## src/design/bounded_sequence_list_engine_assert.svh

```systemverilog
// ----------------------------------------------------------------------------
// Assertion macros for the bounded sequence list engine.
// Clocked, reset-qualified property wrappers used by bsle_ctrl.
// ----------------------------------------------------------------------------
`ifndef BOUNDED_SEQUENCE_LIST_ENGINE_ASSERT_SVH
`define BOUNDED_SEQUENCE_LIST_ENGINE_ASSERT_SVH

// Consequent must hold in the same cycle as the antecedent.
`define BSLE_ASSERT_SAME(label, clk, rst_n, ante, cons, msg) \
    label: assert property (@(posedge clk) disable iff (!(rst_n)) \
        (ante) |-> (cons)) else $error(msg);

// Consequent must hold in the cycle after the antecedent.
`define BSLE_ASSERT_NEXT(label, clk, rst_n, ante, cons, msg) \
    label: assert property (@(posedge clk) disable iff (!(rst_n)) \
        (ante) |=> (cons)) else $error(msg);

`endif

```

## src/design/bsle_pkg.sv

```systemverilog
// ----------------------------------------------------------------------------
// bsle_pkg
// Shared widths, command and status codes, and the cell command type.
// ----------------------------------------------------------------------------
`default_nettype none

package bsle_pkg;

    localparam int BSLE_DEPTH_DEFAULT = 64;

    localparam int CMD_W    = 3;
    localparam int POS_W    = 7;
    localparam int VALUE_W  = 32;
    localparam int STATUS_W = 2;
    localparam int FPOS_W   = 7;
    localparam int COUNT_W  = 7;

    localparam logic [CMD_W-1:0] CMD_APPEND       = 3'd0;
    localparam logic [CMD_W-1:0] CMD_PREPEND      = 3'd1;
    localparam logic [CMD_W-1:0] CMD_INSERT       = 3'd2;
    localparam logic [CMD_W-1:0] CMD_FIND         = 3'd3;
    localparam logic [CMD_W-1:0] CMD_REMOVE_LAST  = 3'd4;
    localparam logic [CMD_W-1:0] CMD_REMOVE_FIRST = 3'd5;

    localparam logic [STATUS_W-1:0] STATUS_OK     = 2'd0;
    localparam logic [STATUS_W-1:0] STATUS_BADPOS = 2'd1;
    localparam logic [STATUS_W-1:0] STATUS_EMPTY  = 2'd2;
    localparam logic [STATUS_W-1:0] STATUS_FULL   = 2'd3;

    localparam logic [FPOS_W-1:0] FOUND_NONE = 7'h7F;

    typedef enum logic [1:0] {
        CELL_HOLD,
        CELL_INSERT,
        CELL_SHIFT
    } cell_op_t;

    typedef struct packed {
        cell_op_t                   op;
        logic signed [VALUE_W-1:0]  value;
    } cell_cmd_t;

endpackage

`default_nettype wire

```

## src/design/bsle_cell.sv

```systemverilog
// ----------------------------------------------------------------------------
// bsle_cell
// One storage cell of the list. It holds, takes the word of its lower
// neighbor to open a gap, loads the new word, or takes its upper neighbor.
// ----------------------------------------------------------------------------
`default_nettype none

module bsle_cell
    import bsle_pkg::*;
#(
    parameter int IDX   = 0,
    parameter int CNT_W = 7
) (
    input  wire                         aclk,
    input  cell_cmd_t                   cell_cmd,
    input  wire  [CNT_W-1:0]            cell_pos,
    input  wire  signed [VALUE_W-1:0]   left_data,
    input  wire  signed [VALUE_W-1:0]   right_data,
    output logic signed [VALUE_W-1:0]   data
);

    localparam logic [CNT_W-1:0] IDX_V = CNT_W'(IDX);

    logic signed [VALUE_W-1:0] data_reg;

    always_ff @(posedge aclk) begin
        case (cell_cmd.op)
            CELL_INSERT: begin
                if (IDX_V == cell_pos) begin
                    data_reg <= cell_cmd.value;
                end else if (IDX_V > cell_pos) begin
                    data_reg <= left_data;
                end
            end
            CELL_SHIFT: begin
                data_reg <= right_data;
            end
            default: begin
            end
        endcase
    end

    assign data = data_reg;

endmodule

`default_nettype wire

```

## config.mk

```make
export PLATFORM = sky130hd
export DESIGN_NAME = bsle_cell
export DESIGN_NICKNAME = d
export VERILOG_FILES = /design/src/design/bounded_sequence_list_engine_assert.svh /design/src/design/bsle_pkg.sv /design/src/design/bsle_cell.sv
export SDC_FILE = /design/constraint.sdc
export NUM_CORES = 1
export LEC_CHECK = 0
export BUFFER_PORTS_ARGS = -buffer_cell sky130_fd_sc_hd__buf_2
export CORE_ASPECT_RATIO = 1.4
export CORE_MARGIN = 4
export CORE_UTILIZATION = 30
export DETAILED_ROUTE_END_ITERATION = 8
export HOLD_SLACK_MARGIN = 0.08
export PLACE_DENSITY = 0.73
export SYNTH_ARGS = -nofsm -noshare
export SYNTH_HDL_FRONTEND = slang
export SYNTH_SLANG_ARGS = --single-unit
```

## constraint.sdc

```tcl
create_clock -name aclk -period 3.9 [get_ports aclk]
set_input_delay 0.195 -clock aclk [delete_from_list [all_inputs] [get_ports aclk]]
set_output_delay 0.195 -clock aclk [all_outputs]
set_load 0.05 [all_outputs]
```

==> results of run 1 <==
power by group through the flow:
stage | Sequential (mW) | Clock, mW | Combinational [mW]
finish | 0.418 | 0.299 | 0.253
global route | 0.420 | 0.324 | 0.274
CTS | 0.418 | 0.309 | 0.256
detailed placement | 0.425 | 0 | 0.256
global placement | 0.425 | 0 | 0.253
floorplan | 0.517 | 0 | 0.0734
logic make-up after synthesis:
logic type,share of synthesized area (%)
AND/OR/NAND/NOR,18.1
AO/OA/AOI/OAI,27.5
flip-flops,49.4
buffers and inverters,5.08
layer usage:
layer,vias to the layer above,part of all wire (%),global-route usage [%]
li1,983,-,-
met1,861,37,12.7
met2,84,53,25.5
met3,4,8.4,3.38
met4,0,1.2,5.25
met5,-,0,0
cell type report:
class                      instances  area (um^2)
fill                             624         3480
timing repair buffer             140          708
clock buffer                       5         68.8
tap                               72         90.1
sequential                        32          961
multi-input combinational        137          907
clock inverter                     3         37.5
worst max-delay path, stage by stage:
cell and delay, ns:
buf_2 0.11, or4_1 0.55, or2_4 0.41, o21ai_4 0.82
metrics by stage:
stage | util, % | instances | power [mW]
floorplan | - | 191 | 0.590
global placement | 42.6 | 381 | 0.678
detailed placement | 42.6 | 381 | 0.682
CTS | 44.3 | 389 | 0.983
global route | 44.3 | 389 | 1.02
finish | 44.3 | 389 | 0.969
cells in the final DEF (no fill, tap or decap), types with 2 or more instances in the layout:
cell type | netlist | layout
o211ai_2 | 19 | 19
o211ai_1 | 21 | 21
clkinv_1 | 0 | 2
buf_4 | 0 | 3
o21ai_0 | 12 | 12
nor2_1 | 13 | 13
edfxtp_1 | 32 | 32
a31oi_1 | 12 | 12
nand2_1 | 40 | 40
buf_2 | 1 | 137
clkbuf_8 | 0 | 5
nand4b_1 | 12 | 12
worst max-delay path by stage:
stage                start                  to  slack, ns
6_report       cell_pos[4]   data[2]$_DFFE_PP_       1.68
5_1_grt        cell_pos[4]   data[1]$_DFFE_PP_       1.53
4_1_cts        cell_pos[4]   data[2]$_DFFE_PP_       1.65
3_5_place_dp   cell_pos[4]   data[4]$_DFFE_PP_       1.34
3_3_place_gp   cell_pos[4]  data[27]$_DFFE_PP_       1.42
2_1_floorplan  cell_pos[4]   data[0]$_DFFE_PP_       0.75
==> impl_metrics.csv, run 1 <==
group,metric,value,unit
worst_hold_path,worst_hold_path.num_cells,3,
finish,area_growth,42.4,%
grt,grt_start_max_net_pins,66,
cts,cts_buffers,5,
run_status,status,"finished clean",
cts,cts_resized,0,
worst_hold_path,min_to,"data[26]$_DFFE_PP_",
floorplan,start_util,31.1,%
power_and_ir_drop,sw_frac_of_total,29.6,%
finish,fin_nets,422,
timing,worst_slack,1.68,ns
yosys,ys_seq_area_share,49.4,%
yosys,ys.flop_type,"edfxtp_1",
yosys,ys_ff_latch,32,
floorplan,die_h,103,um
power_and_ir_drop,p_per_area,350,nW/um^2
power_and_ir_drop,p_int,0.682,mW
floorplan,coreArea,6250,um^2
finish,largest_reg_flops,32,
timing,tightest_slew,1.15,ns
yosys,yosysWarnings,0,
finish,stdcell_area,2770,um^2
yosys,netlist_area,1950,um^2
timing,setup_viol,0,
route,wl_per_cell,13.9,um
grt,antenna_found_initial,0,
cts,cts_setup_buffers,0,
critical_path,endpoint_kind,"flop",
timing,grt_setup_unrepaired,"false",
critical_path,critical_path_class,"input port to flop",
critical_path,crit_path_start_kind,"input port",
critical_path,cp.required,3.79,ns
timing,slew_headroom,23.1,%
placed_design,io_buffers,137,
finish,drive_gt1_share,53.3,%
critical_path,cp_max_fo,32,
route,via_count,1932,
yosys,synth_top_cell_area_share,49.4,%
cts,cts_num_sinks,32,
placed_design,hpwl,4.25,mm
grt,track_usage,12.9,%
power_and_ir_drop,p_sw,0.287,mW
cts,cts_tree,"built",
route,drc,0,
timing,finalHoldViolations,0,
timing,fmax,449,MHz
route,drtIter0Drc,80,
yosys,yosys.area.top_type,"edfxtp_1",
floorplan,dieArea,7860,um^2
yosys,synthTopCellsByArea,"edfxtp_1, o211ai_2, o211ai_1",
yosys,synth.distinct_cells,18,
grt,grt_pass1_wl,8.25,mm
route,drt_pre_antenna_iters,4,
power_and_ir_drop,pwr-share-seq,43.1,%
timing,slew_violations,0,
cts,clk_pin_slew_worst_paths,0.07,ns
yosys,synth_nets,297,
power_and_ir_drop,pwr-share-comb,26.1,%
power_and_ir_drop,p_clk_share,30.8,%
cts,root_buffer,"clkbuf_8",
yosys,ys_top_cells_by_count,"nand2_1, edfxtp_1, o211ai_1",
cts,hold_buffers,0,
timing,period_share,57.0,%
yosys,synth_edf_count,32,
floorplan,rows,34,
floorplan,ios,138,
flow_run,cap_violations,0,
route,vias_per_cell,4.97,
worst_hold_path,min-delay-start,"right_data[26]",
placed_design,placed_cell_area,2670,um^2
critical_path,crit_arrival,2.12,ns
grt,grt_pass1_vias,1889,
yosys,syn_area_per_cell,10.2,um^2
power_and_ir_drop,peakVddDrop,179,uV
yosys,async_reset_ff_share,0,%
cts,cts.path.max_buffers,2,
power_and_ir_drop,p_leak,1.19,nW
worst_hold_path,hp-class,"input port to flop",
finish,num_antenna_cells,0,
timing,whs,0.208,ns
cts,htreeDepth,2,
floorplan,die_w,76.1,um
route,wl,5.42,mm
yosys,synth_cells,191,
grt,overflow,0,
yosys,synth_most_common_cell,"nand2_1",
timing,setup-tns-final,0,ns
placed_design,pre_cts_ws,1.34,ns
timing,min_period,2.22,ns
route,drtAntennaViolNets,0,
placed_design,gp_congestion,0.678,
Power figures use the tool's default switching activity.
==> run 2, diff against run 1 <==
--- a/config.mk
+++ b/config.mk
@@ -5,13 +5,14 @@
 export SDC_FILE = /design/constraint.sdc
 export NUM_CORES = 1
 export LEC_CHECK = 0
+export ABC_AREA = 1
 export BUFFER_PORTS_ARGS = -buffer_cell sky130_fd_sc_hd__buf_2
 export CORE_ASPECT_RATIO = 1.4
 export CORE_MARGIN = 4
 export CORE_UTILIZATION = 30
 export DETAILED_ROUTE_END_ITERATION = 8
 export HOLD_SLACK_MARGIN = 0.08
-export PLACE_DENSITY = 0.73
+export PLACE_DENSITY = 0.71
 export SYNTH_ARGS = -nofsm -noshare
 export SYNTH_HDL_FRONTEND = slang
 export SYNTH_SLANG_ARGS = --single-unit
==> constraint.sdc (replaced) <==
create_clock -name aclk -period 2.2 [get_ports aclk]
set_input_delay 0.11 -clock aclk [delete_from_list [all_inputs] [get_ports aclk]]
set_output_delay 0.11 -clock aclk [all_outputs]
set_load 0.05 [all_outputs]
==> impl_metrics.csv, run 2 <==
group,metric,value,unit
cts,cts.path.max_buffers,2,
route,wl,6.44,mm
power_and_ir_drop,p_per_area,560,nW/um^2
cts,root_buffer,"clkbuf_8",
timing,slew_violations,0,
timing,setup-tns-final,0,ns
grt,grt_pass1_vias,2129,
placed_design,hpwl,4.87,mm
finish,area_growth,39.1,%
finish,fin_util,42.7,%
grt,overflow,0,
cts,cts_buffers,5,
critical_path,crit_path_start_kind,"input port",
critical_path,critical_path_class,"input port to flop",
power_and_ir_drop,p_leak,1.61,nW
yosys,synth.distinct_cells,16,
floorplan,coreArea,6940,um^2
grt,antenna_found_initial,0,
route,drt_pre_antenna_iters,4,
route,via_count,2306,
route,drtIter0Drc,81,
floorplan,die_w,79.2,um
cts,cts_resized,0,
critical_path,cp.required,2.25,ns
flow_run,cap_violations,0,
route,vias_per_cell,4.43,
floorplan,dieArea,8530,um^2
grt,track_usage,14.8,%
timing,setup_viol,0,
floorplan,ios,138,
floorplan,die_h,108,um
yosys,yosysWarnings,0,
finish,fin_nets,530,
timing,period_share,56.0,%
finish,num_antenna_cells,0,
finish,largest_reg_flops,32,
yosys,synth_top_cell_area_share,45.1,%
route,drc,0,
floorplan,start_util,30.7,%
critical_path,crit_arrival,1.28,ns
power_and_ir_drop,peakVddDrop,277,uV
yosys,syn_area_per_cell,7.35,um^2
cts,clk_pin_slew_worst_paths,0.08,ns
critical_path,critPathSlowestCell,"nor2_4",
finish,layout_commonest_cell,"buf_2",
yosys,netlist_area,2130,um^2
timing,slew_headroom,57.9,%
yosys,synth_nets,396,
critical_path,critical_path.cell_chain,"buf_2 > inv_1 > nand2_1 > nor2_4 > buf_4 > nand3_1 > nand3_1 > nand2_1",
yosys,synth_most_common_cell,"inv_1",
yosys,ys_top_cells_by_count,"inv_1, nand2_1, nand3_1",
critical_path,crit_path_end,"data[2]$_DFFE_PP_",
placed_design,pre_cts_ws,0.660,ns
power_and_ir_drop,power,1.66,mW
grt,grt_start_max_net_pins,33,
timing,whs,0.0949,ns
cts,cts_num_sinks,32,
critical_path,timing.critical_path.from,"cell_pos[4]",
yosys,synth_edf_count,32,
cts,cts_tree,"built",
critical_path,cp_max_fo,18,
worst_hold_path,hp-class,"input port to flop",
floorplan,rows,36,
yosys,ys_seq_area_share,45.1,%
placed_design,io_buffers,137,
timing,fmax,812,MHz
yosys,async_reset_ff_share,0,%
yosys,synth_cells,290,
cts,htreeDepth,2,
timing,grt_setup_unrepaired,"false",
yosys,yosys.area.top_type,"edfxtp_1",
route,drtAntennaViolNets,0,
critical_path,endpoint_kind,"flop",
yosys,ys_ff_latch,32,
critical_path,max_stage_delay,0.35,ns
timing,tightest_slew,0.629,ns
yosys,ys.flop_type,"edfxtp_1",
placed_design,gp_congestion,0.740,
timing,finalHoldViolations,0,
route,wl_per_cell,12.4,um
grt,grt_pass1_wl,9.78,mm
worst_hold_path,min-delay-start,"right_data[4]",
timing,worst_slack,0.969,ns
cts,hold_buffers,0,
cts,cts_setup_buffers,0,
finish,layout_common_cells,"buf_2, inv_1, nand2_1",
yosys,synthTopCellsByArea,"edfxtp_1, nand3_1, inv_1",
finish,drive_gt1_share,37.4,%
timing,min_period,1.23,ns
run_status,status,"finished clean",
## run 2: changes by cell type after synthesis, moves of 16 or more
cell	before	now
nand3_1	0	64
o211ai_2	19	0
o211ai_1	21	0
clkbuf_1	19	3
nand2_1	40	66
inv_1	0	69
o21ai_1	1	30
## run 2: final cells by class
type	instances	area, um^2
Clock buffer	5	68.8
Clock inverter	3	23.8
Fill cell	749	3970
Inverter	70	263
Multi-Input combinational cell	170	783
Sequential cell	32	961
Tap cell	95	119
Timing Repair Buffer	145	746
## run 2: cell families after synthesis
group / share of synthesized area (%)
AOI/OAI and AO/OA: 7.52
buffers and inverters: 18.1
DFF: 45.1
and+or+nand+nor: 29.2
## run 2: how the worst min path moves through the flow
stage / slack [ns] / end / depth (start not counted)
2_1_floorplan: 0.30 / data[0]$_DFFE_PP_ / 2
3_3_place_gp: 0.38 / data[12]$_DFFE_PP_ / 3
3_5_place_dp: 0.39 / data[17]$_DFFE_PP_ / 3
4_1_cts: 0.08 / data[4]$_DFFE_PP_ / 3
5_1_grt: 0.09 / data[5]$_DFFE_PP_ / 3
6_report: 0.09 / data[4]$_DFFE_PP_ / 3
## run 2: report_power, final
group	leakage (nW)	switching [mW]	internal, mW	total [mW]
Sequential	0.296	0.0111	0.728	0.739
Clock	0.0404	0.235	0.224	0.459
Combinational	1.27	0.315	0.146	0.461
Total	1.61	0.561	1.10	1.66
## run 2: through the flow
stage          cell area, um^2  instances
3_3_place_gp              2870        512
5_1_grt                   2960        520
2_1_floorplan             2130        290
6_report                  2960        520
3_5_place_dp              2870        512
4_1_cts                   2960        520
## run 2: critical path: cells and delay by family
family | cells | cell delay (ns)
AND/OR/NAND/NOR | 5 | 0.69
buffers and inverters | 3 | 0.47
## run 2: metal layers
layer	vias to the layer above	share of wire [%]	global-route usage, %
met1	1025	38	16.6
met3	9	6.9	2.93
met5	-	0	0
li1	1183	-	-
met2	89	54	27.0
met4	0	1.5	5.53
==> run 3, diff against run 2 <==
==> constraint.sdc (replaced) <==
create_clock -name aclk -period 1.24 [get_ports aclk]
set_input_delay 0.062 -clock aclk [delete_from_list [all_inputs] [get_ports aclk]]
set_output_delay 0.062 -clock aclk [all_outputs]
set_load 0.05 [all_outputs]
==> impl_metrics.csv, run 3 (synthesized netlist as in run 2, its figures left out) <==
group,metric,value,unit
timing,slew_violations,0,
placed_design,hpwl,5.04,mm
timing,setup-tns-final,0,ns
power_and_ir_drop,pwr-share-seq,44.8,%
worst_hold_path,hp-class,"input port to flop",
floorplan,dieArea,8530,um^2
cts,htreeDepth,2,
floorplan,coreArea,6940,um^2
grt,grt_pass1_wl,10.6,mm
finish,layout_commonest_cell,"buf_2",
finish,fin_nets,566,
power_and_ir_drop,p_sw,0.931,mW
critical_path,crit_arrival,0.89,ns
route,drtAntennaViolNets,0,
power_and_ir_drop,p_leak,1.77,nW
route,wl,6.98,mm
placed_design,pre_cts_ws,0.0429,ns
power_and_ir_drop,power,2.94,mW
finish,stdcell_area,3350,um^2
power_and_ir_drop,pwr-share-comb,31.4,%
timing,worst_slack,0.288,ns
route,wl_per_cell,12.6,um
critical_path,timing.critical_path.from,"data[31]$_DFFE_PP_",
critical_path,path_delay_family,"flip-flops",
power_and_ir_drop,p_int,2.01,mW
grt,grt_start_max_net_pins,33,
grt,antenna_found_initial,0,
grt,track_usage,15.9,%
floorplan,die_w,79.2,um
critical_path,crit_buf_inv,1,
grt,overflow,0,
flow_run,cap_violations,0,
finish,num_antenna_cells,0,
cts,root_buffer,"clkbuf_8",
route,drtIter0Drc,136,
placed_design,placed_cell_area,2950,um^2
worst_hold_path,min-delay-start,"left_data[12]",
timing,period_share,76.7,%
cts,cts_tree,"built",
timing,tightest_slew,0.368,ns
power_and_ir_drop,peakVddDrop,365,uV
critical_path,endpoint_kind,"primary output",
route,drt_pre_antenna_iters,4,
finish,drive_gt1_share,35.0,%
critical_path,cp_max_fo,1,
critical_path,critical_path_class,"flop to primary output",
timing,setup_viol,0,
critical_path,crit_path_start_kind,"flop",
timing,fmax,1050,MHz
timing,slew_headroom,75.4,%
timing,grt_setup_unrepaired,"false",
route,vias_per_cell,4.42,
finish,area_growth,57.0,%
floorplan,rows,36,
floorplan,start_util,30.7,%
grt,grt_pass1_vias,2392,
cts,cts_resized,0,
finish,layout_common_cells,"buf_2, inv_1, nand2_1",
timing,min_period,0.952,ns
critical_path,critPathSlowestCell,"edfxtp_1",
route,drc,0,
critical_path,max_stage_delay,0.34,ns
cts,clk_pin_slew_worst_paths,0.06,ns
run_status,status,"finished clean",
cts,cts_num_sinks,32,
placed_design,io_buffers,137,
worst_hold_path,worst_hold_path.num_cells,5,
finish,largest_reg_flops,32,
worst_hold_path,min_to,"data[12]$_DFFE_PP_",
timing,finalHoldViolations,0,
power_and_ir_drop,sw_frac_of_total,31.7,%
placed_design,gp_congestion,0.779,
cts,cts.path.max_buffers,2,
floorplan,ios,138,
power_and_ir_drop,p_per_area,878,nW/um^2
floorplan,die_h,108,um
cts,cts_buffers,5,
critical_path,cp.required,1.18,ns
route,via_count,2452,
power_and_ir_drop,p_clk_share,23.8,%
critical_path,critical_path.cell_chain,"buf_2",
timing,whs,0.173,ns
run 3: cell count changes in the layout (fill, tap and decap cells not counted), moves of 2 or more:
cell,before,now
dlygate4sd3_1,0,32
clkinvlp_4,2,0
buf_12,0,3
clkinv_1,0,2
run 3: how the worst max path moves through the flow:
| stage | endpoint | depth (start not counted) |
|---|---|---|
| after floorplan | data[0]$_DFFE_PP_ | 6 |
| after global placement | data[26]$_DFFE_PP_ | 7 |
| after detailed placement | data[0]$_DFFE_PP_ | 8 |
| after CTS | data[11] | 1 |
| after global routing | data[0]$_DFFE_PP_ | 8 |
| final | data[31] | 1 |
run 3: power groups by stage:
| stage | Sequential [mW] | Combinational [mW] | Clock [mW] |
|---|---|---|---|
| 6_report | 1.31 | 0.923 | 0.699 |
| 5_1_grt | 1.32 | 1.00 | 0.774 |
| 4_1_cts | 1.32 | 0.925 | 0.729 |
| 3_5_place_dp | 1.34 | 0.847 | 0 |
| 3_3_place_gp | 1.34 | 0.837 | 0 |
| 2_1_floorplan | 1.62 | 0.240 | 0 |
run 3: area by class of cell:
| type | instances | area [um^2] |
|---|---|---|
| Inverter | 70 | 265 |
| Multi-Input combinational cell | 170 | 791 |
| Clock inverter | 2 | 7.51 |
| Clock buffer | 5 | 68.8 |
| Sequential cell | 32 | 961 |
| Timing Repair Buffer | 181 | 1130 |
| Fill cell | 688 | 3590 |
| Tap cell | 95 | 119 |
run 3: repair_timing:
| item | CTS | global route |
|---|---|---|
| hold buffers | 32 | 0 |
| hold endpoints to repair | 32 | 0 |
| setup buffers | 0 | 0 |
run 3: metrics by stage:
step	std cells	utilization, %
6_report	555	48.2
5_1_grt	555	48.2
4_1_cts	555	48.2
3_5_place_dp	516	42.5
3_3_place_gp	516	42.5
2_1_floorplan	290	-
run 3: routing by layer:
layer	vias up	track usage, %	part of all wire, %
met5	-	0	0
met4	0	6.63	1.9
met3	10	2.43	5.5
met2	100	30.5	56
met1	1090	16.7	37
li1	1252	-	-
