==> config.mk <==
export PLATFORM = sky130hd
export DESIGN_NAME = bsle_ctrl
export DESIGN_NICKNAME = d
export VERILOG_FILES = /design/src/design/bsle_pkg.sv /design/src/design/bsle_ctrl.sv
export VERILOG_INCLUDE_DIRS = /design/src /design/src/design
export SDC_FILE = /design/constraint.sdc
export NUM_CORES = 1
export LEC_CHECK = 0
export ABC_AREA = 1
export BUFFER_PORTS_ARGS = -buffer_cell sky130_fd_sc_hd__buf_2
export CAP_MARGIN = 20
export CELL_PAD_IN_SITES_DETAIL_PLACEMENT = 2
export CELL_PAD_IN_SITES_GLOBAL_PLACEMENT = 2
export CORE_MARGIN = 2
export CORE_UTILIZATION = 33
export CTS_BUF_LIST = sky130_fd_sc_hd__clkbuf_8
export CTS_CLUSTER_DIAMETER = 30
export DETAILED_ROUTE_END_ITERATION = 8
export MAX_ROUTING_LAYER = met4
export PLACE_DENSITY_LB_ADDON = 0.3
export SYNTH_ARGS = -nofsm -noshare
export SYNTH_HDL_FRONTEND = slang
export SYNTH_SLANG_ARGS = --single-unit
==> constraint.sdc <==
create_clock -name aclk -period 5.8 [get_ports aclk]
set_input_delay 0.58 -clock aclk [delete_from_list [all_inputs] [get_ports aclk]]
set_output_delay 0.58 -clock aclk [all_outputs]
set_load 0.005 [all_outputs]
==> src/design/bounded_sequence_list_engine_assert.svh <==
// ----------------------------------------------------------------------------
// Assertion macros for the bounded sequence list engine.
// Clocked, reset-qualified property wrappers used by bsle_ctrl.
// ----------------------------------------------------------------------------
`ifndef BOUNDED_SEQUENCE_LIST_ENGINE_ASSERT_SVH
`define BOUNDED_SEQUENCE_LIST_ENGINE_ASSERT_SVH

// Consequent must hold in the same cycle as the antecedent.
`define BSLE_ASSERT_SAME(label, clk, rst_n, ante, cons, msg) \
    label: assert property (@(posedge clk) disable iff (!(rst_n)) \
        (ante) |-> (cons)) else $error(msg);

// Consequent must hold in the cycle after the antecedent.
`define BSLE_ASSERT_NEXT(label, clk, rst_n, ante, cons, msg) \
    label: assert property (@(posedge clk) disable iff (!(rst_n)) \
        (ante) |=> (cons)) else $error(msg);

`endif

==> src/design/bsle_pkg.sv <==
// ----------------------------------------------------------------------------
// bsle_pkg
// Shared widths, command and status codes, and the cell command type.
// ----------------------------------------------------------------------------
`default_nettype none

package bsle_pkg;

    localparam int BSLE_DEPTH_DEFAULT = 64;

    localparam int CMD_W    = 3;
    localparam int POS_W    = 7;
    localparam int VALUE_W  = 32;
    localparam int STATUS_W = 2;
    localparam int FPOS_W   = 7;
    localparam int COUNT_W  = 7;

    localparam logic [CMD_W-1:0] CMD_APPEND       = 3'd0;
    localparam logic [CMD_W-1:0] CMD_PREPEND      = 3'd1;
    localparam logic [CMD_W-1:0] CMD_INSERT       = 3'd2;
    localparam logic [CMD_W-1:0] CMD_FIND         = 3'd3;
    localparam logic [CMD_W-1:0] CMD_REMOVE_LAST  = 3'd4;
    localparam logic [CMD_W-1:0] CMD_REMOVE_FIRST = 3'd5;

    localparam logic [STATUS_W-1:0] STATUS_OK     = 2'd0;
    localparam logic [STATUS_W-1:0] STATUS_BADPOS = 2'd1;
    localparam logic [STATUS_W-1:0] STATUS_EMPTY  = 2'd2;
    localparam logic [STATUS_W-1:0] STATUS_FULL   = 2'd3;

    localparam logic [FPOS_W-1:0] FOUND_NONE = 7'h7F;

    typedef enum logic [1:0] {
        CELL_HOLD,
        CELL_INSERT,
        CELL_SHIFT
    } cell_op_t;

    typedef struct packed {
        cell_op_t                   op;
        logic signed [VALUE_W-1:0]  value;
    } cell_cmd_t;

endpackage

`default_nettype wire

==> src/design/bsle_ctrl.sv <==
// ----------------------------------------------------------------------------
// bsle_ctrl
// Command sequencer: keeps the count, drives the cell row, runs the find
// scan over the rotating ring and holds the result word.
// ----------------------------------------------------------------------------
`default_nettype none

`include "bounded_sequence_list_engine_assert.svh"

module bsle_ctrl
    import bsle_pkg::*;
#(
    parameter int DEPTH = BSLE_DEPTH_DEFAULT,
    parameter int CNT_W = $clog2(DEPTH + 1),
    parameter int IDX_W = $clog2(DEPTH)
) (
    input  wire                         aclk,
    input  wire                         aresetn,
    input  wire                         s_valid,
    output logic                        s_ready,
    input  wire  [CMD_W-1:0]            s_cmd,
    input  wire  [POS_W-1:0]            s_position,
    input  wire  signed [VALUE_W-1:0]   s_value,
    output logic                        m_valid,
    input  wire                         m_ready,
    output logic [STATUS_W-1:0]         m_status,
    output logic signed [FPOS_W-1:0]    m_found_position,
    output logic [COUNT_W-1:0]          m_count,
    input  wire  signed [VALUE_W-1:0]   head_data,
    output cell_cmd_t                   cell_cmd,
    output logic [CNT_W-1:0]            cell_pos
);

    localparam int CMP_W = (CNT_W > POS_W) ? CNT_W : POS_W;

    localparam logic [1:0] ST_IDLE = 2'd0;
    localparam logic [1:0] ST_SCAN = 2'd1;
    localparam logic [1:0] ST_DONE = 2'd2;

    localparam logic [CNT_W-1:0] DEPTH_V  = CNT_W'(DEPTH);
    localparam logic [IDX_W-1:0] LAST_IDX = IDX_W'(DEPTH - 1);

    logic [1:0]                 state_reg, state_next;
    logic [CNT_W-1:0]           count_reg, count_next;
    logic [IDX_W-1:0]           scan_idx_reg, scan_idx_next;
    logic signed [VALUE_W-1:0]  key_reg, key_next;
    logic                       hit_reg, hit_next;
    logic [FPOS_W-1:0]          found_reg, found_next;
    logic                       m_valid_reg, m_valid_next;
    logic [STATUS_W-1:0]        m_status_reg, m_status_next;
    logic [FPOS_W-1:0]          m_found_reg, m_found_next;
    logic [COUNT_W-1:0]         m_count_reg, m_count_next;

    logic                       accept;
    logic [CMP_W-1:0]           count_ext;
    logic [CMP_W-1:0]           count_next_ext;
    logic [CMP_W-1:0]           scan_ext;
    logic [CMP_W-1:0]           ins_pos;
    logic [STATUS_W-1:0]        res_status;

    assign s_ready        = (state_reg == ST_IDLE) && (!m_valid_reg || m_ready);
    assign accept         = s_valid && s_ready;
    assign count_ext      = CMP_W'(count_reg);
    assign count_next_ext = CMP_W'(count_next);
    assign scan_ext       = CMP_W'(scan_idx_reg);

    always_comb begin
        case (s_cmd)
            CMD_APPEND: begin
                ins_pos = count_ext;
            end
            CMD_PREPEND: begin
                ins_pos = '0;
            end
            default: begin
                ins_pos = CMP_W'(s_position);
            end
        endcase
    end

    always_comb begin
        state_next     = state_reg;
        count_next     = count_reg;
        scan_idx_next  = scan_idx_reg;
        key_next       = key_reg;
        hit_next       = hit_reg;
        found_next     = found_reg;
        m_valid_next   = m_valid_reg;
        m_status_next  = m_status_reg;
        m_found_next   = m_found_reg;
        m_count_next   = m_count_reg;
        res_status     = STATUS_OK;
        cell_cmd.op    = CELL_HOLD;
        cell_cmd.value = s_value;
        cell_pos       = '0;

        if (m_valid_reg && m_ready) begin
            m_valid_next = 1'b0;
        end

        case (state_reg)
            ST_IDLE: begin
                if (accept) begin
                    case (s_cmd)
                        CMD_APPEND, CMD_PREPEND, CMD_INSERT: begin
                            if (ins_pos > count_ext) begin
                                res_status = STATUS_BADPOS;
                            end else if (count_reg == DEPTH_V) begin
                                res_status = STATUS_FULL;
                            end else begin
                                cell_cmd.op = CELL_INSERT;
                                cell_pos    = ins_pos[CNT_W-1:0];
                                count_next  = count_reg + 1'b1;
                            end
                        end
                        CMD_REMOVE_LAST: begin
                            if (count_reg == '0) begin
                                res_status = STATUS_EMPTY;
                            end else begin
                                count_next = count_reg - 1'b1;
                            end
                        end
                        CMD_REMOVE_FIRST: begin
                            if (count_reg == '0) begin
                                res_status = STATUS_EMPTY;
                            end else begin
                                cell_cmd.op = CELL_SHIFT;
                                count_next  = count_reg - 1'b1;
                            end
                        end
                        default: begin
                        end
                    endcase

                    if (s_cmd == CMD_FIND) begin
                        key_next      = s_value;
                        scan_idx_next = '0;
                        hit_next      = 1'b0;
                        found_next    = FOUND_NONE;
                        state_next    = ST_SCAN;
                    end else begin
                        m_valid_next  = 1'b1;
                        m_status_next = res_status;
                        m_found_next  = FOUND_NONE;
                        m_count_next  = count_next_ext[COUNT_W-1:0];
                    end
                end
            end
            ST_SCAN: begin
                // The ring turns once; cell zero shows entry scan_idx_reg each cycle.
                cell_cmd.op = CELL_SHIFT;
                if (!hit_reg && (scan_ext < count_ext) && (head_data == key_reg)) begin
                    hit_next   = 1'b1;
                    found_next = scan_ext[FPOS_W-1:0];
                end
                if (scan_idx_reg == LAST_IDX) begin
                    state_next = ST_DONE;
                end else begin
                    scan_idx_next = scan_idx_reg + 1'b1;
                end
            end
            ST_DONE: begin
                if (!m_valid_reg || m_ready) begin
                    m_valid_next  = 1'b1;
                    m_status_next = STATUS_OK;
                    m_found_next  = found_reg;
                    m_count_next  = count_ext[COUNT_W-1:0];
                    state_next    = ST_IDLE;
                end
            end
            default: begin
                state_next = ST_IDLE;
            end
        endcase
    end

    always_ff @(posedge aclk) begin
        if (!aresetn) begin
            state_reg    <= ST_IDLE;
            count_reg    <= '0;
            scan_idx_reg <= '0;
            hit_reg      <= 1'b0;
            m_valid_reg  <= 1'b0;
        end else begin
            state_reg    <= state_next;
            count_reg    <= count_next;
            scan_idx_reg <= scan_idx_next;
            hit_reg      <= hit_next;
            m_valid_reg  <= m_valid_next;
        end
    end

    always_ff @(posedge aclk) begin
        key_reg      <= key_next;
        found_reg    <= found_next;
        m_status_reg <= m_status_next;
        m_found_reg  <= m_found_next;
        m_count_reg  <= m_count_next;
    end

    assign m_valid          = m_valid_reg;
    assign m_status         = m_status_reg;
    assign m_found_position = m_found_reg;
    assign m_count          = m_count_reg;

    `BSLE_ASSERT_SAME(a_count_bound, aclk, aresetn, 1'b1, count_reg <= DEPTH_V, "count above depth")
    `BSLE_ASSERT_NEXT(a_count_held, aclk, aresetn, !accept, $stable(count_reg), "count moved idle")
    `BSLE_ASSERT_SAME(a_scan_rotates, aclk, aresetn, state_reg == ST_SCAN, cell_cmd.op == CELL_SHIFT, "scan without rotation")
    `BSLE_ASSERT_NEXT(a_find_scans, aclk, aresetn, accept && (s_cmd == CMD_FIND), state_reg == ST_SCAN, "find did not scan")
    `BSLE_ASSERT_NEXT(a_scan_ends, aclk, aresetn, (state_reg == ST_SCAN) && (scan_idx_reg == LAST_IDX), state_reg == ST_DONE, "scan did not end")

endmodule

`default_nettype wire

==> results.py, run 1 <==
metrics = {
    "status": {
        "outcome": "finished, final reports clean",
    },
    "setup_path": {
        "crit_path_end_kind": "output pin",
        "critPathRequiredTime_ns": 5.22,
        "cp_data_arrival_time_ns": 3.22,
        "cpMaxStageDelayCell": "nor2_1",
        "worst_path_most_repeated_cell": "inv_1",
        "startpoint_type": "input pin",
        "worst-path-buf-inv": 6,
        "cp_slowest_stage_delay_ns": 0.37,
        "cp_max_fo": 12,
        "path_class": "in -> out",
        "critical-path-top-delay-family": "simple AND/OR/NAND/NOR gates",
        "path_cells": "buf_2 -> nor2_1 -> inv_1 -> nor2_1 -> a21boi_0 -> inv_1 -> ha_1 -> nand2_1 -> inv_1 -> a21oi_1 -> nand2_2 -> nand2_1 -> inv_1 -> nor2_2 -> nand2_2 -> a21oi_1 -> buf_2",
    },
    "power": {
        "vdd_drop_max_v": 0.000114,
        "switching_share": 0.352,
        "p_leak_uw": 0.00233,
        "clockPowerShare": 0.281,
        "power_frac_seq": 0.438,
        "p_per_area_mw_per_mm2": 292,
        "internal-power_uw": 962,
        "p_comb_frac": 0.281,
        "p_switching_uw": 522,
    },
    "routing": {
        "wire_per_inst_um": 16.3,
        "drt_iter0_drc": 77,
        "viasPerCell": 4.73,
        "ant_nets": 0,
        "route.final.wire_length_um": 12600,
        "route.detailed.drc": 0,
        "vias": 3641,
        "dr.pass1.iters": 4,
    },
    "synthesis": {
        "synthCells": 483,
        "syn_nets": 576,
        "yosysTopAreaCellShare": 0.387,
        "ys_types": 44,
        "synthMuxAreaShare": 0,
        "synth.most_common_cell": "nand2_1",
        "synth.area.top_cells": "edfxtp_1 39%, nand2_1 9.6%, dfxtp_1 8.0%",
        "synthXorXnorAreaFrac": 0.0431,
        "synthAdderAreaFrac": 0.0440,
        "synth_area_per_cell_um2": 8.83,
        "synth-edff-count": 55,
        "synth-main-ff-cell": "edfxtp_1",
        "synthSimpleGateAreaFrac": 0.232,
        "yosysWarnings": 0,
        "async_flop_share": 0,
        "synth_area_leader_cell": "edfxtp_1",
        "ys_seq_area_frac": 0.467,
        "synth_common_cells": "109 x nand2_1, 59 x inv_1, 55 x edfxtp_1",
        "synth_area_mm2": 0.00427,
        "synth_compound_area_frac": 0.0857,
        "ys_ff_latch": 72,
        "synth_top_family_by_area": "simple AND/OR/NAND/NOR gates",
    },
    "grt": {
        "grt_pass1_vias": 4090,
        "gr-total-overflow": 0,
        "grt_max_degree": 36,
        "antenna_found_initial": 1,
        "gr-usage-all-layers": 0.195,
        "grt_pass1_wl_um": 20600,
    },
    "die": {
        "io_pins": 137,
        "die_area_mm2": 0.0139,
        "row_count": 41,
        "die_h_um": 118,
        "initial_core_util": 0.338,
        "die_w_um": 118,
        "core-area_mm2": 0.0126,
    },
    "sta": {
        "fin_crit_sh": 0.656,
        "slew_headroom": 0.554,
        "tns_ns": 0,
        "period_needed_ns": 3.80,
        "finalMaxSlewViolations": 0,
        "tightest_slew_ns": 0.670,
        "setup_viol": 0,
        "layout_setup_ws_ns": 2.00,
        "clock.fmax_ghz": 0.263,
        "fin_worst_skew_ns": 0.0147,
        "rsz0062_at_grt": "no",
        "hold_violations": 0,
    },
    "finish": {
        "drive_above_1_share": 0.315,
        "fillers": 1476,
        "num-nets-final": 685,
        "final_cells": 770,
        "largest_reg_flops": 32,
        "syn2layout_area_growth_pct": 19.0,
    },
    "placement": {
        "place_hpwl_um": 9700,
        "portBuffers": 136,
        "dp.cells": 753,
        "place_ws_ns": 1.99,
        "gp_congestion": 0.905,
    },
    "clocking": {
        "cts-resized-gates": 0,
        "clk_latency_ns": 0.37,
        "htreeDepth": 3,
        "cts_buffer_depth": 2,
        "path_clk_slew_ns": 0.09,
        "cts_setup_buffers": 0,
        "root_buffer": "clkbuf_8",
        "cts_tree": "done",
        "cts-hold-fix-buffers": 0,
        "numCtsBuffers": 9,
        "clock_sinks": 72,
    },
    "flow_run": {
        "maxCapViolCount": 0,
    },
    "hold_path": {
        "hp-class": "in -> reg",
    },
}
-- routing by layer --
metal	share of wire	GRT usage
met1	0.42	0.220
met2	0.51	0.341
met3	0.048	0.0417
met4	0.017	0.0663
met5	0	-
-- cells by family after synthesis --
logic type,Yosys count
buf+inv,108
fa+ha+maj,15
compound gates,60
xor+xnor,21
flops,72
simple gates,207
-- layout by cell type, fill, tap and decap left out, types with 7 or more instances in the layout --
master,n
a21oi_1,25
buf_2,136
clkbuf_8,9
dfxtp_1,17
edfxtp_1,55
ha_1,15
inv_1,59
inv_2,8
nand2_1,109
nand3_1,22
nor2_1,39
o21ai_0,7
o22ai_1,7
xnor2_1,9
xor2_1,12
-- power groups by stage --
stage	Sequential, uW	Combinational [uW]	Clock, uW
finish	650	417	417
global route	657	471	443
CTS	651	424	427
detailed placement	662	420	0
global placement	660	395	0
floorplan	643	298	0
-- final timing paths --
path	startpoint	to	slack (ns)	cells after the start
min	s_value[22]	key_reg[22]	0.40	1
max	s_cmd[2]	cell_pos[4]	2.00	17
max reg2reg	count_ext[6]	m_count[6]	3.11	11
min reg2reg	hit_reg	hit_reg	0.49	2
-- cell type report --
cell class | instances | area [um^2] | area share
diodes | 1 | 2.50 | 0.000493
clock buffers | 9 | 124 | 0.0244
clock inverters | 7 | 70.1 | 0.0138
inverters | 70 | 267 | 0.0525
multi-input cells | 303 | 1730 | 0.340
flip-flops and latches | 72 | 1990 | 0.392
well taps | 172 | 215 | 0.0424
repair buffers | 136 | 681 | 0.134
-- stage by stage --
step / power (uW) / hold WS, ns / util / area [um^2]
2_1_floorplan: 942 / 0.427 / - / 4270
3_3_place_gp: 1050 / 0.470 / 0.387 / 4880
3_5_place_dp: 1080 / 0.475 / 0.387 / 4880
4_1_cts: 1500 / 0.379 / 0.402 / 5070
5_1_grt: 1570 / 0.380 / 0.402 / 5080
6_report: 1480 / 0.397 / 0.402 / 5080
No activity file was read; power rests on OpenSTA's default activity.
==> run 2, diff against run 1 <==
--- a/config.mk
+++ b/config.mk
@@ -12,7 +12,7 @@
 export CELL_PAD_IN_SITES_DETAIL_PLACEMENT = 2
 export CELL_PAD_IN_SITES_GLOBAL_PLACEMENT = 2
 export CORE_MARGIN = 2
-export CORE_UTILIZATION = 33
+export CORE_UTILIZATION = 30
 export CTS_BUF_LIST = sky130_fd_sc_hd__clkbuf_8
 export CTS_CLUSTER_DIAMETER = 30
 export DETAILED_ROUTE_END_ITERATION = 8
==> constraint.sdc (replaced) <==
create_clock -name aclk -period 3.5 [get_ports aclk]
set_input_delay 0.35 -clock aclk [delete_from_list [all_inputs] [get_ports aclk]]
set_output_delay 0.35 -clock aclk [all_outputs]
set_load 0.005 [all_outputs]
==> run 2 against run 1 <==
  * Clock power grew 65%
  * Combinational power rose by 64%
  * Power is 65% higher
  * Non-clock buffer count up 1
  * Critical path type is now reg -> out
  * Critical endpoint is now cell_pos[3]
==> results.py, run 2 (same netlist as run 1, synthesis figures left out) <==
metrics = {
    "status": {
        "outcome": "finished, final reports clean",
    },
    "placement": {
        "portBuffers": 136,
        "gp_congestion": 0.875,
        "place_ws_ns": 0.434,
        "dp.cells": 762,
        "place_hpwl_um": 9850,
        "dpl_cell_area_mm2": 0.00490,
    },
    "sta": {
        "slew_headroom": 0.559,
        "finalMaxSlewViolations": 0,
        "clock.fmax_ghz": 0.327,
        "tns_ns": 0,
        "fin_worst_skew_ns": 0.00822,
        "tightest_slew_ns": 0.662,
        "fin_crit_sh": 0.873,
        "hold_violations": 0,
        "layout_setup_ws_ns": 0.446,
        "rsz0062_at_grt": "no",
        "period_needed_ns": 3.05,
        "setup_viol": 0,
    },
    "clocking": {
        "cts_buffer_depth": 2,
        "cts-resized-gates": 0,
        "cts-hold-fix-buffers": 0,
        "numCtsBuffers": 9,
        "root_buffer": "clkbuf_8",
        "clk_latency_ns": 0.37,
        "cts_tree": "done",
        "cts_setup_buffers": 0,
        "htreeDepth": 3,
        "clock_sinks": 72,
        "path_clk_slew_ns": 0.08,
    },
    "die": {
        "initial_core_util": 0.307,
        "core-area_mm2": 0.0139,
        "io_pins": 137,
        "die_area_mm2": 0.0152,
        "die_h_um": 123,
        "row_count": 43,
        "die_w_um": 123,
    },
    "grt": {
        "grt_pass1_wl_um": 19500,
        "grt_max_degree": 36,
        "grt_pass1_vias": 3849,
        "grt_busiest_layer": "met2",
        "grt_use_met2": 0.292,
        "met3_usage": 0.0327,
        "gr-usage-all-layers": 0.174,
        "antenna_found_initial": 0,
        "gr-total-overflow": 0,
        "grt_use_met1": 0.209,
    },
    "power": {
        "vdd_drop_max_v": 0.000202,
        "internal-power_uw": 1610,
        "clockPowerShare": 0.282,
        "finalPower_uw": 2450,
        "power_frac_seq": 0.439,
        "switching_share": 0.341,
        "p_leak_uw": 0.00234,
        "p_per_area_mw_per_mm2": 481,
        "p_switching_uw": 835,
        "p_comb_frac": 0.279,
    },
    "hold_path": {
        "hp-class": "in -> reg",
        "hp-start": "s_value[9]",
    },
    "finish": {
        "finalInstanceArea_mm2": 0.00509,
        "n_antenna_cell": 0,
        "num-nets-final": 686,
        "fillers": 1634,
        "final_cells": 778,
        "largest_reg_flops": 32,
        "drive_above_1_share": 0.314,
        "syn2layout_area_growth_pct": 19.4,
        "multiInputGateArea_mm2": 0.00173,
        "layout_commonest_cell": "buf_2",
        "regArea_mm2": 0.00199,
        "layout_common_cells": "136 x buf_2, 109 x nand2_1, 60 x inv_1",
    },
    "setup_path": {
        "regToRegStartpoint": "count_ext[6]",
        "rrSetupSlack_ns": 0.96,
        "startpoint_type": "flop",
        "cp_slowest_stage_delay_ns": 0.58,
        "cp_data_arrival_time_ns": 2.70,
        "cp_max_fo": 8,
        "cpMaxStageDelayCell": "dfxtp_1",
        "path_cells": "inv_1 -> ha_1 -> nand2_1 -> nor2_1 -> nand4_1 -> nand2_1 -> inv_1 -> nor2_2 -> nand2_2 -> a21oi_1 -> buf_2",
        "cp-startpoint": "count_ext[6]",
        "crit_path_end_kind": "output pin",
        "path_class": "reg -> out",
        "critPathRequiredTime_ns": 3.15,
    },
    "routing": {
        "vias": 3576,
        "route.detailed.drc": 0,
        "viasPerCell": 4.60,
        "wire_per_inst_um": 15.6,
        "dr.pass1.iters": 6,
        "route.final.wire_length_um": 12100,
        "drt_iter0_drc": 140,
        "ant_nets": 0,
    },
    "flow_run": {
        "maxCapViolCount": 0,
    },
}
run 2: changes by cell type in the layout (fill, tap and decap cells not counted):
cell / before / now
clkinvlp_4: 0 / 1
buf_4: 0 / 1
diode_2: 1 / 0
clkinv_4: 2 / 0
clkbuf_8: 9 / 10
clkinv_2: 3 / 2
inv_1: 59 / 60
run 2: power by group through the flow:
stage                     logic (uW)  clock network [uW]  registers, uW
after floorplan                  494                   0           1070
final                            684                 690           1080
after global placement           667                   0           1100
after CTS                        697                 713           1080
after global routing             781                 744           1090
after detailed placement         695                   0           1100
run 2: cell type report:
| cell class | count | area share |
|---|---|---|
| sequential | 72 | 0.391 |
| multi-input combinational | 303 | 0.339 |
| timing repair buffer | 137 | 0.135 |
| inverter | 70 | 0.0523 |
| tap | 180 | 0.0442 |
| clock buffer | 10 | 0.0270 |
| clock inverter | 6 | 0.0115 |
run 2: per-layer routing:
layer	routed length, um	share of wire	vias to the layer above
met3	634	0.052	15
met2	5960	0.49	111
met5	0	0	-
met1	5320	0.44	1675
met4	223	0.018	0
li1	-	-	1775
run 2: path summary, 6_finish.rpt:
kind / end / depth (start not counted)
worst min register to register: hit_reg / 2
worst min-delay path: key_reg[9] / 1
worst max-delay path: cell_pos[3] / 11
worst max register to register: m_count[1] / 12
run 2: per-stage QoR:
step | utilization | hold slack [ns]
6_report | 0.367 | 0.158
4_1_cts | 0.367 | 0.138
3_5_place_dp | 0.353 | 0.462
3_3_place_gp | 0.353 | 0.461
2_1_floorplan | - | 0.427
5_1_grt | 0.367 | 0.139
run 2: worst max-delay path: cells and delay by family (launching register included):
kind	cells	cell delay (ns)
simple gates	6	0.79
buf+inv	3	0.46
flops	1	0.58
compound gates	1	0.15
fa+ha+maj	1	0.36
